===== src/ps2_mouse_cursor_tracker_macros.svh =====
// assertion macros for the ps2 mouse cursor tracker
// no dependencies; included by modules that carry assertions
`ifndef PS2_MOUSE_CURSOR_TRACKER_MACROS_SVH
`define PS2_MOUSE_CURSOR_TRACKER_MACROS_SVH

`ifndef SYNTHESIS
`define PMCT_ASSERT_IMPLY(label, clk, rstn, ante, cons) \
    label: assert property (@(posedge clk) disable iff (!(rstn)) (ante) |-> (cons)) \
        else $error("assertion failed: implication");
`define PMCT_ASSERT_NEXT(label, clk, rstn, ante, cons) \
    label: assert property (@(posedge clk) disable iff (!(rstn)) (ante) |=> (cons)) \
        else $error("assertion failed: next cycle");
`else
`define PMCT_ASSERT_IMPLY(label, clk, rstn, ante, cons)
`define PMCT_ASSERT_NEXT(label, clk, rstn, ante, cons)
`endif

`endif


===== src/ps2mct_pkg.sv =====
// shared types and constants for the ps2 mouse cursor tracker
// no dependencies
`timescale 1ns / 1ps
`default_nettype none

package ps2mct_pkg;

    localparam int SIZE_W      = 13;
    localparam int OUT_COORD_W = 12;
    localparam int BTN_W       = 3;
    localparam int CFG_ADDR_W  = 8;

    localparam logic [CFG_ADDR_W-1:0] REG_SCREEN_WIDTH  = 8'd0;
    localparam logic [CFG_ADDR_W-1:0] REG_SCREEN_HEIGHT = 8'd1;

    localparam int HEAD_Y_OVF  = 7;
    localparam int HEAD_X_OVF  = 6;
    localparam int HEAD_Y_SIGN = 5;
    localparam int HEAD_X_SIGN = 4;

    typedef logic [1:0] byte_idx_t;
    localparam byte_idx_t IDX_HEAD  = 2'd0;
    localparam byte_idx_t IDX_XDATA = 2'd1;
    localparam byte_idx_t IDX_YDATA = 2'd2;

    typedef struct packed {
        logic [7:0] head;
        logic [7:0] xbyte;
        logic [7:0] ybyte;
    } pkt_t;

    typedef struct packed {
        logic [BTN_W-1:0] buttons;
        logic             dropped;
    } res_t;

endpackage

`default_nettype wire


===== src/ps2mct_decode.sv =====
// packet decode, delta apply and screen clamp for one complete packet
// depends on ps2mct_pkg
`timescale 1ns / 1ps
`default_nettype none

module ps2mct_decode #(
    parameter int COORD_BITS = 12
) (
    input  wire ps2mct_pkg::pkt_t                 pkt,
    input  wire logic [COORD_BITS-1:0]            pos_x,
    input  wire logic [COORD_BITS-1:0]            pos_y,
    input  wire logic [ps2mct_pkg::BTN_W-1:0]     buttons_in,
    input  wire logic [ps2mct_pkg::SIZE_W-1:0]    screen_width,
    input  wire logic [ps2mct_pkg::SIZE_W-1:0]    screen_height,
    output logic      [COORD_BITS-1:0]            pos_x_new,
    output logic      [COORD_BITS-1:0]            pos_y_new,
    output ps2mct_pkg::res_t                      res
);

    localparam int SW = ((COORD_BITS > 9) ? COORD_BITS : 9) + 2;
    localparam int LW = ((COORD_BITS + 1 > ps2mct_pkg::SIZE_W) ?
                         COORD_BITS + 1 : ps2mct_pkg::SIZE_W) + 1;

    logic          ovf;
    logic [8:0]    dx;
    logic [8:0]    dy;
    logic [SW-1:0] sum_x;
    logic [SW-1:0] sum_y;
    logic [COORD_BITS-1:0] lim_x;
    logic [COORD_BITS-1:0] lim_y;
    logic [COORD_BITS-1:0] clamp_x;
    logic [COORD_BITS-1:0] clamp_y;

    function automatic logic [COORD_BITS-1:0] limit_of(
        input logic [ps2mct_pkg::SIZE_W-1:0] size
    );
        logic [LW-1:0] s;
        logic [LW-1:0] cap;
        logic [LW-1:0] lim;
        s   = {{(LW - ps2mct_pkg::SIZE_W){1'b0}}, size};
        cap = {{(LW - 1){1'b0}}, 1'b1} << COORD_BITS;
        if (s == '0) begin
            s = {{(LW - 1){1'b0}}, 1'b1};
        end
        if (s > cap) begin
            s = cap;
        end
        lim = s - {{(LW - 1){1'b0}}, 1'b1};
        return lim[COORD_BITS-1:0];
    endfunction

    function automatic logic [COORD_BITS-1:0] clamp_to(
        input logic [SW-1:0]         v,
        input logic [COORD_BITS-1:0] hi
    );
        logic [SW-1:0] hi_ext;
        hi_ext = {{(SW - COORD_BITS){1'b0}}, hi};
        if (v[SW-1]) begin
            return '0;
        end else if (v > hi_ext) begin
            return hi;
        end
        return v[COORD_BITS-1:0];
    endfunction

    assign ovf = pkt.head[ps2mct_pkg::HEAD_Y_OVF] | pkt.head[ps2mct_pkg::HEAD_X_OVF];
    assign dx  = {pkt.head[ps2mct_pkg::HEAD_X_SIGN], pkt.xbyte};
    assign dy  = {pkt.head[ps2mct_pkg::HEAD_Y_SIGN], pkt.ybyte};

    // screen y grows downward, so the y delta is subtracted
    assign sum_x = {{(SW - COORD_BITS){1'b0}}, pos_x} + {{(SW - 9){dx[8]}}, dx};
    assign sum_y = {{(SW - COORD_BITS){1'b0}}, pos_y} - {{(SW - 9){dy[8]}}, dy};

    assign lim_x   = limit_of(screen_width);
    assign lim_y   = limit_of(screen_height);
    assign clamp_x = clamp_to(sum_x, lim_x);
    assign clamp_y = clamp_to(sum_y, lim_y);

    always_comb begin
        if (ovf) begin
            pos_x_new   = pos_x;
            pos_y_new   = pos_y;
            res.buttons = buttons_in;
        end else begin
            pos_x_new   = clamp_x;
            pos_y_new   = clamp_y;
            res.buttons = pkt.head[ps2mct_pkg::BTN_W-1:0];
        end
        res.dropped = ovf;
    end

endmodule

`default_nettype wire


===== src/ps2_mouse_cursor_tracker.sv =====
// top level: ps2 mouse byte stream in, clamped cursor position out
// depends on ps2mct_pkg, ps2mct_decode and ps2_mouse_cursor_tracker_macros.svh
//
// channel  direction  handshake             payload
// s_       in         s_tvalid / s_tready   s_tdata: rx_byte
// m_       out        m_tvalid / m_tready   m_tdata: cursor_x, cursor_y, buttons
//                                           m_tuser: dropped
// cfg_     in         cfg_valid / cfg_ready cfg_addr, cfg_data (screen size)
//
// one byte per cycle unless a waiting result stalls a third byte; each byte sits in the
// input register, where the third byte of a packet is decoded and clamped, and the
// result register loads when that byte advances out of the input register.
// reset clears the byte counter, position, buttons and sets screen 80 x 25.
// a waiting result stalls only a third byte; header and x bytes keep flowing.
`timescale 1ns / 1ps
`default_nettype none
`include "ps2_mouse_cursor_tracker_macros.svh"

module ps2_mouse_cursor_tracker #(
    parameter int COORD_BITS = 12
) (
    input  wire logic        aclk,
    input  wire logic        aresetn,
    // s_tdata: [7:0] rx_byte
    input  wire logic        s_tvalid,
    output logic             s_tready,
    input  wire logic [7:0]  s_tdata,
    // m_tdata: [11:0] cursor_x, [23:12] cursor_y, [26:24] buttons, [31:27] zero
    output logic             m_tvalid,
    input  wire logic        m_tready,
    output logic [31:0]      m_tdata,
    // m_tuser: [0] dropped
    output logic             m_tuser,
    input  wire logic        cfg_valid,
    output logic             cfg_ready,
    input  wire logic [ps2mct_pkg::CFG_ADDR_W-1:0] cfg_addr,
    input  wire logic [ps2mct_pkg::SIZE_W-1:0]     cfg_data
);

    logic                          in_valid_reg;
    logic [7:0]                    in_byte_reg;
    ps2mct_pkg::byte_idx_t         byte_index_reg;
    logic [7:0]                    pkt0_reg;
    logic [7:0]                    pkt1_reg;
    logic [COORD_BITS-1:0]         pos_x_reg;
    logic [COORD_BITS-1:0]         pos_y_reg;
    logic [ps2mct_pkg::BTN_W-1:0]  btn_reg;
    logic [ps2mct_pkg::SIZE_W-1:0] width_reg;
    logic [ps2mct_pkg::SIZE_W-1:0] height_reg;
    logic                          m_valid_reg;
    logic                          m_valid_next;
    logic [ps2mct_pkg::OUT_COORD_W-1:0] out_x_reg;
    logic [ps2mct_pkg::OUT_COORD_W-1:0] out_y_reg;
    logic [ps2mct_pkg::BTN_W-1:0]  out_btn_reg;
    logic                          out_drop_reg;

    logic                          last_byte;
    logic                          advance;
    ps2mct_pkg::pkt_t              pkt;
    ps2mct_pkg::res_t              res;
    logic [COORD_BITS-1:0]         pos_x_new;
    logic [COORD_BITS-1:0]         pos_y_new;

    assign last_byte = (byte_index_reg == ps2mct_pkg::IDX_YDATA);
    assign advance   = in_valid_reg && (!last_byte || !m_valid_reg || m_tready);
    assign s_tready  = !in_valid_reg || advance;
    assign cfg_ready = 1'b1;

    assign pkt.head  = pkt0_reg;
    assign pkt.xbyte = pkt1_reg;
    assign pkt.ybyte = in_byte_reg;

    ps2mct_decode #(
        .COORD_BITS(COORD_BITS)
    ) u_decode (
        .pkt          (pkt),
        .pos_x        (pos_x_reg),
        .pos_y        (pos_y_reg),
        .buttons_in   (btn_reg),
        .screen_width (width_reg),
        .screen_height(height_reg),
        .pos_x_new    (pos_x_new),
        .pos_y_new    (pos_y_new),
        .res          (res)
    );

    always_comb begin
        m_valid_next = m_valid_reg;
        if (advance && last_byte) begin
            m_valid_next = 1'b1;
        end else if (m_tready) begin
            m_valid_next = 1'b0;
        end
    end

    always_ff @(posedge aclk) begin
        if (!aresetn) begin
            in_valid_reg   <= 1'b0;
            byte_index_reg <= ps2mct_pkg::IDX_HEAD;
            pkt0_reg       <= '0;
            pkt1_reg       <= '0;
            pos_x_reg      <= '0;
            pos_y_reg      <= '0;
            btn_reg        <= '0;
            width_reg      <= 13'd80;
            height_reg     <= 13'd25;
            m_valid_reg    <= 1'b0;
        end else begin
            m_valid_reg <= m_valid_next;
            if (s_tvalid && s_tready) begin
                in_valid_reg <= 1'b1;
                in_byte_reg  <= s_tdata;
            end else if (advance) begin
                in_valid_reg <= 1'b0;
            end
            if (advance) begin
                unique case (byte_index_reg)
                    ps2mct_pkg::IDX_HEAD: begin
                        pkt0_reg       <= in_byte_reg;
                        byte_index_reg <= ps2mct_pkg::IDX_XDATA;
                    end
                    ps2mct_pkg::IDX_XDATA: begin
                        pkt1_reg       <= in_byte_reg;
                        byte_index_reg <= ps2mct_pkg::IDX_YDATA;
                    end
                    default: begin
                        byte_index_reg <= ps2mct_pkg::IDX_HEAD;
                        pos_x_reg      <= pos_x_new;
                        pos_y_reg      <= pos_y_new;
                        btn_reg        <= res.buttons;
                        out_x_reg      <= ps2mct_pkg::OUT_COORD_W'(pos_x_new);
                        out_y_reg      <= ps2mct_pkg::OUT_COORD_W'(pos_y_new);
                        out_btn_reg    <= res.buttons;
                        out_drop_reg   <= res.dropped;
                    end
                endcase
            end
            if (cfg_valid && cfg_ready) begin
                unique case (cfg_addr)
                    ps2mct_pkg::REG_SCREEN_WIDTH:  width_reg  <= cfg_data;
                    ps2mct_pkg::REG_SCREEN_HEIGHT: height_reg <= cfg_data;
                    default: ;
                endcase
            end
        end
    end

    assign m_tvalid = m_valid_reg;
    assign m_tdata  = {5'b0, out_btn_reg, out_y_reg, out_x_reg};
    assign m_tuser  = out_drop_reg;

    // a result only follows a third byte
    `PMCT_ASSERT_IMPLY(a_result_after_third, aclk, aresetn,
        $rose(m_valid_reg), $past(advance && last_byte))
    // a dropped packet leaves the position alone
    `PMCT_ASSERT_NEXT(a_drop_holds_pos, aclk, aresetn,
        advance && last_byte && res.dropped,
        $stable(pos_x_reg) && $stable(pos_y_reg))
    // the counter wraps after the third byte
    `PMCT_ASSERT_NEXT(a_index_wrap, aclk, aresetn,
        advance && last_byte, byte_index_reg == ps2mct_pkg::IDX_HEAD)

endmodule

`default_nettype wire

===== config.mk =====
export PLATFORM = sky130hd
export DESIGN_NAME = ps2_mouse_cursor_tracker
export DESIGN_NICKNAME = d
export VERILOG_FILES = /design/src/ps2mct_pkg.sv /design/src/ps2mct_decode.sv /design/src/ps2_mouse_cursor_tracker.sv
export VERILOG_INCLUDE_DIRS = /design/src /design/src/src
export SDC_FILE = /design/constraint.sdc
export NUM_CORES = 1
export LEC_CHECK = 0
export ABC_AREA = 1
export BUFFER_PORTS_ARGS = -buffer_cell sky130_fd_sc_hd__clkbuf_2
export CELL_PAD_IN_SITES_DETAIL_PLACEMENT = 0
export CELL_PAD_IN_SITES_GLOBAL_PLACEMENT = 1
export CORE_UTILIZATION = 30
export DETAILED_ROUTE_END_ITERATION = 8
export GPL_TIMING_DRIVEN = 0
export PLACE_DENSITY_LB_ADDON = 0.1
export SYNTH_ARGS = -nofsm -noshare
export SYNTH_HDL_FRONTEND = slang
export SYNTH_SLANG_ARGS = --single-unit
export TNS_END_PERCENT = 5

===== constraint.sdc =====
create_clock -name aclk -period 4.4 [get_ports aclk]
set_input_delay 1.32 -clock aclk [delete_from_list [all_inputs] [get_ports aclk]]
set_output_delay 1.32 -clock aclk [all_outputs]
set_load 0.02 [all_outputs]

==> impl_metrics.py, run 1 <==
metrics = {
    "synth": {
        "ys.warnings.count": 0,
        "avgSynthCellArea_um2": 7.21,
        "synth_flop_cell": "dfxtp_1",
        "ys_ff_latch": 108,
        "synthesis.instances": 999,
        "async_flop_share_pct": 0,
        "synth_area_um2": 7210,
        "synth_cell_types": 38,
        "synth_edf_count": 36,
        "yosysSeqAreaShare_pct": 35.0,
    },
    "clock_network": {
        "cts_resized": 0,
        "cts_hold_buf": 0,
        "cts_root_buf": "clkbuf_16",
        "cts_num_sinks": 108,
        "cts_buffers": 9,
        "htreeDepth": 3,
        "insertion_delay_ns": 0.36,
        "post_cts_buffers": 0,
        "clk_pin_slew_ns": 0.08,
        "cts_tree": "built",
        "cts.path.max_buffers": 2,
    },
    "timing": {
        "worstMarginPinSlew_ns": 1.00,
        "worst_slew_margin_rel_pct": 32.8,
        "setup_viol": 0,
        "min_period_ns": 3.84,
        "finalHoldViolCount": 0,
        "period_share_pct": 87.3,
        "max_freq_mhz": 260,
        "finClkSkew_ns": 0.0145,
        "maxSlewViolCount": 0,
        "rsz0062_at_grt": "false",
        "fin_ws_ns": 0.560,
    },
    "setup_path": {
        "path_depth": 21,
        "cp-start-kind": "flop",
        "slowest_delay_ns": 0.47,
        "crit_arrival_ns": 3.95,
        "crit_required_ns": 4.51,
        "cp_common_cell": "nand2_1",
        "reg2reg_depth": 21,
        "r2r_start": "in_byte_reg[0]",
        "path_cells": "ha_1 > inv_1 > fa_1 > nand3_1 > nand2_1 > a21oi_1 > o21ai_0 > xor2_1 > inv_1 > ha_1 > nand2_1 > nor2_1 > nand3_1 > nand2_1 > nand2_1 > nand3_2 > inv_2 > nand2_1 > nand3_1 > o21ai_1 > inv_1",
        "cp_num_buf_inv": 4,
        "worstSetupStartpoint": "in_byte_reg[0]",
        "endpoint_kind": "flop",
        "crit_type": "flop to flop",
        "cp_top_family": "simple AND/OR/NAND/NOR gates",
        "critical_path.max_fanout": 8,
        "crit_path_top_delay_cell": "edfxtp_1",
    },
    "pwr": {
        "leakagePower_uw": 0.00399,
        "max-vdd-ir-drop_v": 0.000157,
        "p_per_area_nw_per_um2": 277,
    },
    "detailed_routing": {
        "initialDrtViolationCount": 366,
        "antenna_left": 0,
        "drtPass1Iterations": 4,
        "wirelength_um": 21000,
        "drc_errors": 0,
        "routedWlPerCell_um": 15.0,
        "routed_via_density": 4.59,
        "num_vias": 6426,
    },
    "floorplan": {
        "io_pins": 70,
        "core_region_area_um2": 23500,
        "start_util_pct": 30.6,
        "rows": 56,
        "fp.dieW_um": 157,
        "die-area_um2": 24600,
        "die_y_um": 157,
    },
    "grt": {
        "antenna_found_initial": 0,
        "grt_pass1_wl_um": 33300,
        "grt-ovfl-total": 0,
        "grt_util_all_layers_pct": 18.0,
        "grt_max_degree": 29,
        "grt_pass1_vias": 6200,
    },
    "flow_run": {
        "maxCapViolations": 0,
    },
    "layout": {
        "layout_commonest_cell": "nand2_1",
        "seq_area_um2": 2520,
        "drive_gt1_share_pct": 13.8,
        "area_growth_pct": 14.6,
        "antenna_cells": 0,
        "multi_input_area_um2": 3880,
        "fill_cells": 2634,
        "final_cell_mix": "nand2_1, inv_1, nor2_1, a21oi_1, nand3_1",
        "final_area_um2": 8260,
        "fin_nets": 1165,
        "post-route-util_pct": 35.1,
    },
    "placed_design": {
        "preCtsSetupSlack_ns": 0.552,
        "routabilityCongestion": 0.825,
        "dp_hpwl_um": 17000,
        "port-buffer-count": 63,
        "dpl_cell_area_um2": 7940,
    },
    "hold_path": {
        "min_path_cells": 2,
        "hold_class": "flop to flop",
        "hold_path_startpoint": "btn_reg[0]",
    },
    "run_status": {
        "status": "completed",
    },
}
-- synthesized netlist by cell type, drive strengths merged (7+ instances only) --
cell type | instances | area share (%)
nand2 | 219 | 12
inv | 158 | 8.2
a21oi | 93 | 7.1
nor2 | 84 | 4.5
nand3 | 80 | 6.0
o21ai | 73 | 5.1
dfxtp | 72 | 20
ha | 52 | 9.0
edfxtp | 36 | 15
buf | 20 | 2.2
xor2 | 20 | 2.4
clkbuf | 17 | 0.89
or2 | 15 | 1.3
nand4 | 13 | 1.1
o41ai | 13 | 1.6
a211oi | 7 | 0.73
-- per-layer routing --
layer | GRT usage (%) | share of wire (%) | vias up
li1 | - | - | 3428
met4 | 4.11 | 1.2 | 0
met3 | 2.45 | 2.3 | 15
met1 | 23.6 | 48 | 2915
met2 | 30.9 | 48 | 68
met5 | 0 | 0 | -
-- final cells by class --
cell class	instances	share of cell area, %
plain buffers	37	2.68
clock buffers	10	2.77
clock inverters	6	1.02
inverters	160	7.27
multi-input cells	698	47.0
flip-flops and latches	108	30.6
well taps	319	4.83
repair buffers	63	3.82
-- power breakdown --
group | switching, µW | leakage [µW] | internal, µW | total, µW
logic | 235 | 0.00292 | 120 | 355
clock network | 410 | 0.000152 | 456 | 866
registers | 13.4 | 0.000913 | 1050 | 1060
total | 659 | 0.00399 | 1630 | 2280
-- per-stage QoR --
step | hold WS, ns | setup TNS, ns | power (µW) | instances
final | 0.451 | 0 | 2280 | 1401
after global routing | 0.486 | 0 | 2400 | 1401
after CTS | 0.456 | 0 | 2320 | 1401
after detailed placement | 0.442 | 0 | 1450 | 1385
after global placement | 0.442 | -4.55 | 1450 | 1385
after floorplan | 0.425 | 0 | 1330 | 1003
-- kinds of logic (layout without fill, tap and decap cells) --
group / after synthesis / after routing / share of synthesized area (%)
other cells: 2 / 6 / 0.104
buf+inv: 197 / 276 / 11.4
flops: 108 / 108 / 35.0
xor+xnor: 24 / 24 / 2.92
compound gates: 197 / 197 / 15.6
simple gates: 417 / 417 / 25.4
fa+ha+maj: 54 / 54 / 9.58
-- final timing paths --
kind / to / slack, ns
setup / recovery: out_y_reg[2] / 0.56
setup reg to reg: out_y_reg[2] / 0.56
hold / removal: btn_reg[0] / 0.45
hold reg to reg: btn_reg[0] / 0.45
-- tightest hold or removal path, delay by kind of cell (launching register included) --
kind	cells	cell delay (ns)
buffers and inverters	1	0.05
AOI/OAI and AO/OA	1	0.05
DFF	1	0.30
Note: power is estimated with default switching activity, not from simulation.
==> run 2, diff against run 1 <==
Settings changed: CELL_PAD_IN_SITES_GLOBAL_PLACEMENT 1 to 2.
==> impl_metrics.py, run 2 (synthesized netlist as in run 1, its figures left out) <==
metrics = {
    "setup_path": {
        "cp-start-kind": "flop",
        "cp_common_cell": "nand2_1",
        "path_depth": 23,
        "crit_arrival_ns": 3.91,
        "r2r_start": "height_reg[4]",
        "cp_top_family": "simple AND/OR/NAND/NOR gates",
        "r2r_end": "out_y_reg[2]",
        "crit_path_top_delay_cell": "dfxtp_1",
        "crit_type": "flop to flop",
        "cp_num_buf_inv": 3,
        "endpoint_kind": "flop",
        "crit_required_ns": 4.50,
        "worstSetupStartpoint": "height_reg[4]",
        "critical_path.max_fanout": 8,
        "path_cells": "nor2_1 > nand4_1 > or2_2 > nand2_1 > nand2_2 > ha_1 > nand2_1 > xor2_1 > inv_1 > ha_1 > nand2_1 > nor2_1 > o21ai_0 > nand3_1 > nand3_1 > nand2_1 > nand2_1 > nand3_2 > inv_2 > nand2_1 > nand3_1 > o21ai_1 > inv_1",
        "slowest_delay_ns": 0.38,
        "ff2ff_setup_slack_ns": 0.59,
        "reg2reg_depth": 23,
        "cp-endpoint": "out_y_reg[2]",
    },
    "pwr": {
        "leakagePower_uw": 0.00399,
        "max-vdd-ir-drop_v": 0.000155,
        "p_per_area_nw_per_um2": 275,
    },
    "detailed_routing": {
        "routedWlPerCell_um": 15.6,
        "antenna_left": 0,
        "routed_via_density": 4.56,
        "drc_errors": 0,
        "num_vias": 6386,
        "wirelength_um": 21800,
        "drtPass1Iterations": 4,
        "initialDrtViolationCount": 256,
    },
    "layout": {
        "final_area_um2": 8250,
        "post-route-util_pct": 35.1,
        "fill_cells": 2615,
        "fin_nets": 1165,
        "seq_area_um2": 2520,
        "area_growth_pct": 14.6,
        "antenna_cells": 0,
        "drive_gt1_share_pct": 13.9,
        "multi_input_area_um2": 3880,
        "layout_commonest_cell": "nand2_1",
        "final_cell_mix": "nand2_1, inv_1, nor2_1, a21oi_1, nand3_1",
        "final_cells": 1401,
    },
    "grt": {
        "grt_util_all_layers_pct": 18.6,
        "antenna_found_initial": 0,
        "grt_pass1_vias": 6304,
        "grt_max_degree": 29,
        "grt_pass1_wl_um": 34700,
        "grt-ovfl-total": 0,
    },
    "placed_design": {
        "numPlacedInstances": 1385,
        "routabilityCongestion": 0.821,
        "dpl_cell_area_um2": 7940,
        "preCtsSetupSlack_ns": 0.550,
        "port-buffer-count": 63,
        "dp_hpwl_um": 17700,
    },
    "clock_network": {
        "cts_buffers": 9,
        "cts_root_buf": "clkbuf_16",
        "cts.path.max_buffers": 2,
        "cts_hold_buf": 0,
        "clk_pin_slew_ns": 0.09,
        "post_cts_buffers": 0,
        "cts_tree": "built",
        "cts_resized": 0,
        "cts_num_sinks": 108,
        "htreeDepth": 3,
        "insertion_delay_ns": 0.36,
    },
    "floorplan": {
        "die_y_um": 157,
        "fp.dieW_um": 157,
        "core_region_area_um2": 23500,
        "start_util_pct": 30.6,
        "io_pins": 70,
        "die-area_um2": 24600,
        "rows": 56,
    },
    "timing": {
        "finalHoldViolCount": 0,
        "maxSlewViolCount": 0,
        "setup_viol": 0,
        "min_period_ns": 3.81,
        "worstMarginPinSlew_ns": 1.05,
        "period_share_pct": 86.5,
        "finClkSkew_ns": 0.0125,
        "worst_slew_margin_rel_pct": 29.2,
        "max_freq_mhz": 263,
        "rsz0062_at_grt": "false",
        "fin_ws_ns": 0.594,
        "fin_tns_setup_ns": 0,
    },
    "hold_path": {
        "hold_class": "flop to flop",
    },
    "flow_run": {
        "maxCapViolations": 0,
    },
    "run_status": {
        "status": "completed",
    },
}
## run 2: cell types whose count changed in the layout (fill, tap and decap cells not counted)
cell,before,now
bufinv_16,1,0
clkbuf_1,18,17
clkinv_4,2,1
clkinv_8,1,2
inv_12,0,1
inv_6,1,2
## run 2: worst min-delay path by stage
stage / cells past startpoint / slack, ns / from / to
floorplan: 2 / 0.42 / btn_reg[0] / btn_reg[0]
global placement: 2 / 0.44 / btn_reg[0] / btn_reg[0]
detailed placement: 2 / 0.45 / btn_reg[2] / btn_reg[2]
CTS: 2 / 0.46 / btn_reg[2] / btn_reg[2]
global route: 2 / 0.48 / pkt0_reg[1] / pkt0_reg[1]
finish: 2 / 0.46 / btn_reg[0] / btn_reg[0]
## run 2: report_power, final
part	switching, µW	internal (µW)
Combinational	237	120
Sequential	13.0	1050
Clock	437	412
Total	687	1580
## run 2: final cells by class
class | count | share of cell area [%]
clock buffer | 9 | 2.73
tap | 319 | 4.84
multi-input combinational | 698 | 47.1
inverter | 160 | 7.28
timing repair buffer | 63 | 3.82
clock inverter | 7 | 1.05
sequential | 108 | 30.6
buffer | 37 | 2.68
## run 2: per-layer routing
metal | vias to the layer above | global-route usage (%) | share of wire (%)
met5 | - | 0 | 0
met4 | 0 | 3.87 | 0.91
met3 | 18 | 1.95 | 2.1
met2 | 63 | 32.5 | 48
met1 | 2887 | 24.6 | 49
li1 | 3418 | - | -
## run 2: per-stage QoR
step / hold WS [ns] / power, µW
6_report: 0.460 / 2270
4_1_cts: 0.463 / 2310
3_5_place_dp: 0.447 / 1450
5_1_grt: 0.480 / 2390
2_1_floorplan: 0.425 / 1330
3_3_place_gp: 0.441 / 1450
## run 2: worst min-delay path: stages (launching register included)
cell	delay, ns
dfxtp_1	0.31
inv_1	0.06
a21oi_1	0.05
==> run 3, diff against run 2 <==
Settings changed: ABC_AREA 1 to not set, GPL_TIMING_DRIVEN 0 to not set.
==> impl_metrics.py, run 3 <==
metrics = {
    "setup_path": {
        "crit_required_ns": 4.49,
        "cp-start-kind": "flop",
        "endpoint_kind": "flop",
        "crit_arrival_ns": 4.27,
        "crit_type": "flop to flop",
        "ff2ff_setup_slack_ns": 0.22,
        "critical_path.max_fanout": 12,
        "reg2reg_depth": 13,
        "r2r_end": "out_x_reg[3]",
        "r2r_start": "pos_x_reg[1]",
    },
    "floorplan": {
        "die-area_um2": 23400,
        "io_pins": 70,
        "core_region_area_um2": 22100,
        "fp.dieW_um": 153,
        "die_y_um": 153,
        "start_util_pct": 31.0,
        "rows": 54,
    },
    "synth": {
        "synth_commonest_cells": "dfxtp_1, nor2_1, a31oi_1, ha_1, o21ai_0",
        "synthesis.instances": 745,
        "synth_most_common_cell": "dfxtp_1",
        "yosysTopAreaCell": "dfxtp_1",
        "yosysSeqAreaShare_pct": 36.9,
        "synth_area_leaders": "dfxtp_1, edfxtp_1, ha_1, mux2i_1, a31oi_1",
        "avgSynthCellArea_um2": 9.18,
        "synth_flop_cell": "dfxtp_1",
        "ys_ff_latch": 108,
        "synth_top_area_share_pct": 21.1,
        "ys.warnings.count": 0,
        "async_flop_share_pct": 0,
        "synth_edf_count": 36,
        "synth_cell_types": 63,
        "synth_area_um2": 6840,
    },
    "pwr": {
        "p_comb_share_pct": 12.6,
        "power.internal_uw": 1570,
        "seqPwrFrac_pct": 48.1,
        "switching_share_pct": 28.8,
        "leakagePower_uw": 0.00331,
        "max-vdd-ir-drop_v": 0.000200,
        "switchingPower_uw": 633,
        "p_clk_share_pct": 39.3,
        "p_per_area_nw_per_um2": 276,
    },
    "detailed_routing": {
        "wirelength_um": 20100,
        "routed_via_density": 5.28,
        "num_vias": 5817,
        "drc_errors": 0,
        "initialDrtViolationCount": 373,
        "drtPass1Iterations": 6,
        "routedWlPerCell_um": 18.2,
        "antenna_left": 0,
    },
    "clock_network": {
        "cts.path.max_buffers": 2,
        "cts_root_buf": "clkbuf_16",
        "cts_tree": "built",
        "htreeDepth": 3,
        "cts_hold_buf": 0,
        "cts_num_sinks": 108,
        "cts_buffers": 9,
        "clk_pin_slew_ns": 0.09,
        "insertion_delay_ns": 0.37,
    },
    "grt": {
        "grt_util_all_layers_pct": 17.3,
        "antenna_found_initial": 0,
        "grt_max_degree": 49,
        "grt-ovfl-total": 0,
        "grt_pass1_vias": 5521,
        "grt_pass1_wl_um": 31500,
    },
    "placed_design": {
        "port-buffer-count": 63,
        "routabilityCongestion": 0.798,
        "preCtsSetupSlack_ns": -0.168,
        "dp_hpwl_um": 15100,
        "numPlacedInstances": 1084,
    },
    "layout": {
        "final_cell_mix": "dfxtp_1, clkbuf_2, nor2_1",
        "layout_commonest_cell": "dfxtp_1",
        "area_growth_pct": 16.7,
        "drive_gt1_share_pct": 18.0,
        "final_cells": 1101,
        "seq_area_um2": 2520,
        "antenna_cells": 0,
        "fin_nets": 904,
        "multi_input_area_um2": 4130,
        "fill_cells": 2268,
    },
    "timing": {
        "worstMarginPinSlew_ns": 0.915,
        "setup_viol": 0,
        "min_period_ns": 4.18,
        "maxSlewViolCount": 0,
        "worst_slew_margin_rel_pct": 38.9,
        "fin_tns_setup_ns": 0,
        "period_share_pct": 94.9,
        "fin_ws_ns": 0.224,
        "max_freq_mhz": 239,
        "finalHoldViolCount": 0,
        "whs_ns": 0.523,
        "rsz0062_at_grt": "true",
        "finClkSkew_ns": 0.0129,
    },
    "hold_path": {
        "min_path_cells": 2,
        "hold_path_startpoint": "btn_reg[0]",
        "holdPathEnd": "btn_reg[0]",
        "hold_class": "flop to flop",
    },
    "run_status": {
        "status": "completed",
    },
    "flow_run": {
        "maxCapViolations": 0,
    },
}
==> run 3: area by class of cell <==
| class | count | share of cell area [%] |
|---|---|---|
| clock buffer | 9 | 2.82 |
| timing repair buffer | 98 | 7.24 |
| sequential | 108 | 31.6 |
| inverter | 25 | 1.18 |
| tap | 280 | 4.39 |
| clock inverter | 7 | 1.08 |
| multi-input combinational | 574 | 51.7 |
==> run 3: worst max-delay path by stage <==
stage / from / to / slack, ns
final: pos_x_reg[1] / out_x_reg[3] / 0.22
after floorplan: height_reg[6] / out_y_reg[3] / 0.39
after global placement: pos_x_reg[2] / out_x_reg[0] / -0.17
after CTS: height_reg[6] / out_y_reg[8] / -0.06
after detailed placement: pkt1_reg[2] / out_x_reg[0] / -0.17
after global routing: height_reg[6] / out_y_reg[0] / -0.03
==> run 3: what timing repair did <==
item | in CTS | in global routing
setup buffers | 0 | 1
endpoints found under the setup margin | 15 | 46
gates resized for setup | 2 | 19
gates cloned | 0 | 0
pin swaps | 0 | 2
==> run 3: cell families (layout without fill, tap and decap cells) <==
kind of cell    count (synthesis)  in the layout  synth area share (%)
fa+ha+maj                      54             54                  10.1
buf+inv                        67            139                  4.19
mux                            40             40                  5.93
flops                         108            108                  36.9
other cells                     2              6                 0.110
compound gates                243            243                  23.8
simple gates                  210            210                  16.3
xor+xnor                       21             21                  2.69
==> run 3: power by group through the flow <==
stage | logic, µW | clock network [µW] | registers (µW)
finish | 276 | 865 | 1060
global route | 304 | 937 | 1060
CTS | 271 | 899 | 1060
detailed placement | 269 | 0 | 1080
global placement | 267 | 0 | 1080
floorplan | 185 | 0 | 1080
==> run 3: worst max-delay path: stages, from the launching register on <==
cell	delay, ns
dfxtp_1	0.42
ha_1	0.28
a211oi_1	0.35
o21a_1	0.26
nor3_2	0.10
o211ai_1	0.23
a21oi_1	0.12
or2_2	0.32
ha_1	0.35
a2111oi_2	0.45
a211oi_1	0.14
o211a_1	0.40
o21bai_1	0.33
a31oi_1	0.16
==> run 3: per-layer routing <==
layer  track usage [%]  vias to the layer above  part of all wire [%]
li1                  -                     2907                     -
met1              25.3                     2739                    52
met2              26.1                      156                    42
met3              3.01                       15                   4.2
met4              4.62                        0                   1.4
met5                 0                        -                     0
==> run 3: through the flow <==
stage	utilization, %	area [µm²]	total power [µW]
finish	36.1	7980	2200
global route	36.1	7980	2300
CTS	35.8	7910	2230
detailed placement	34.4	7590	1350
global placement	34.4	7590	1350
floorplan	-	6860	1260
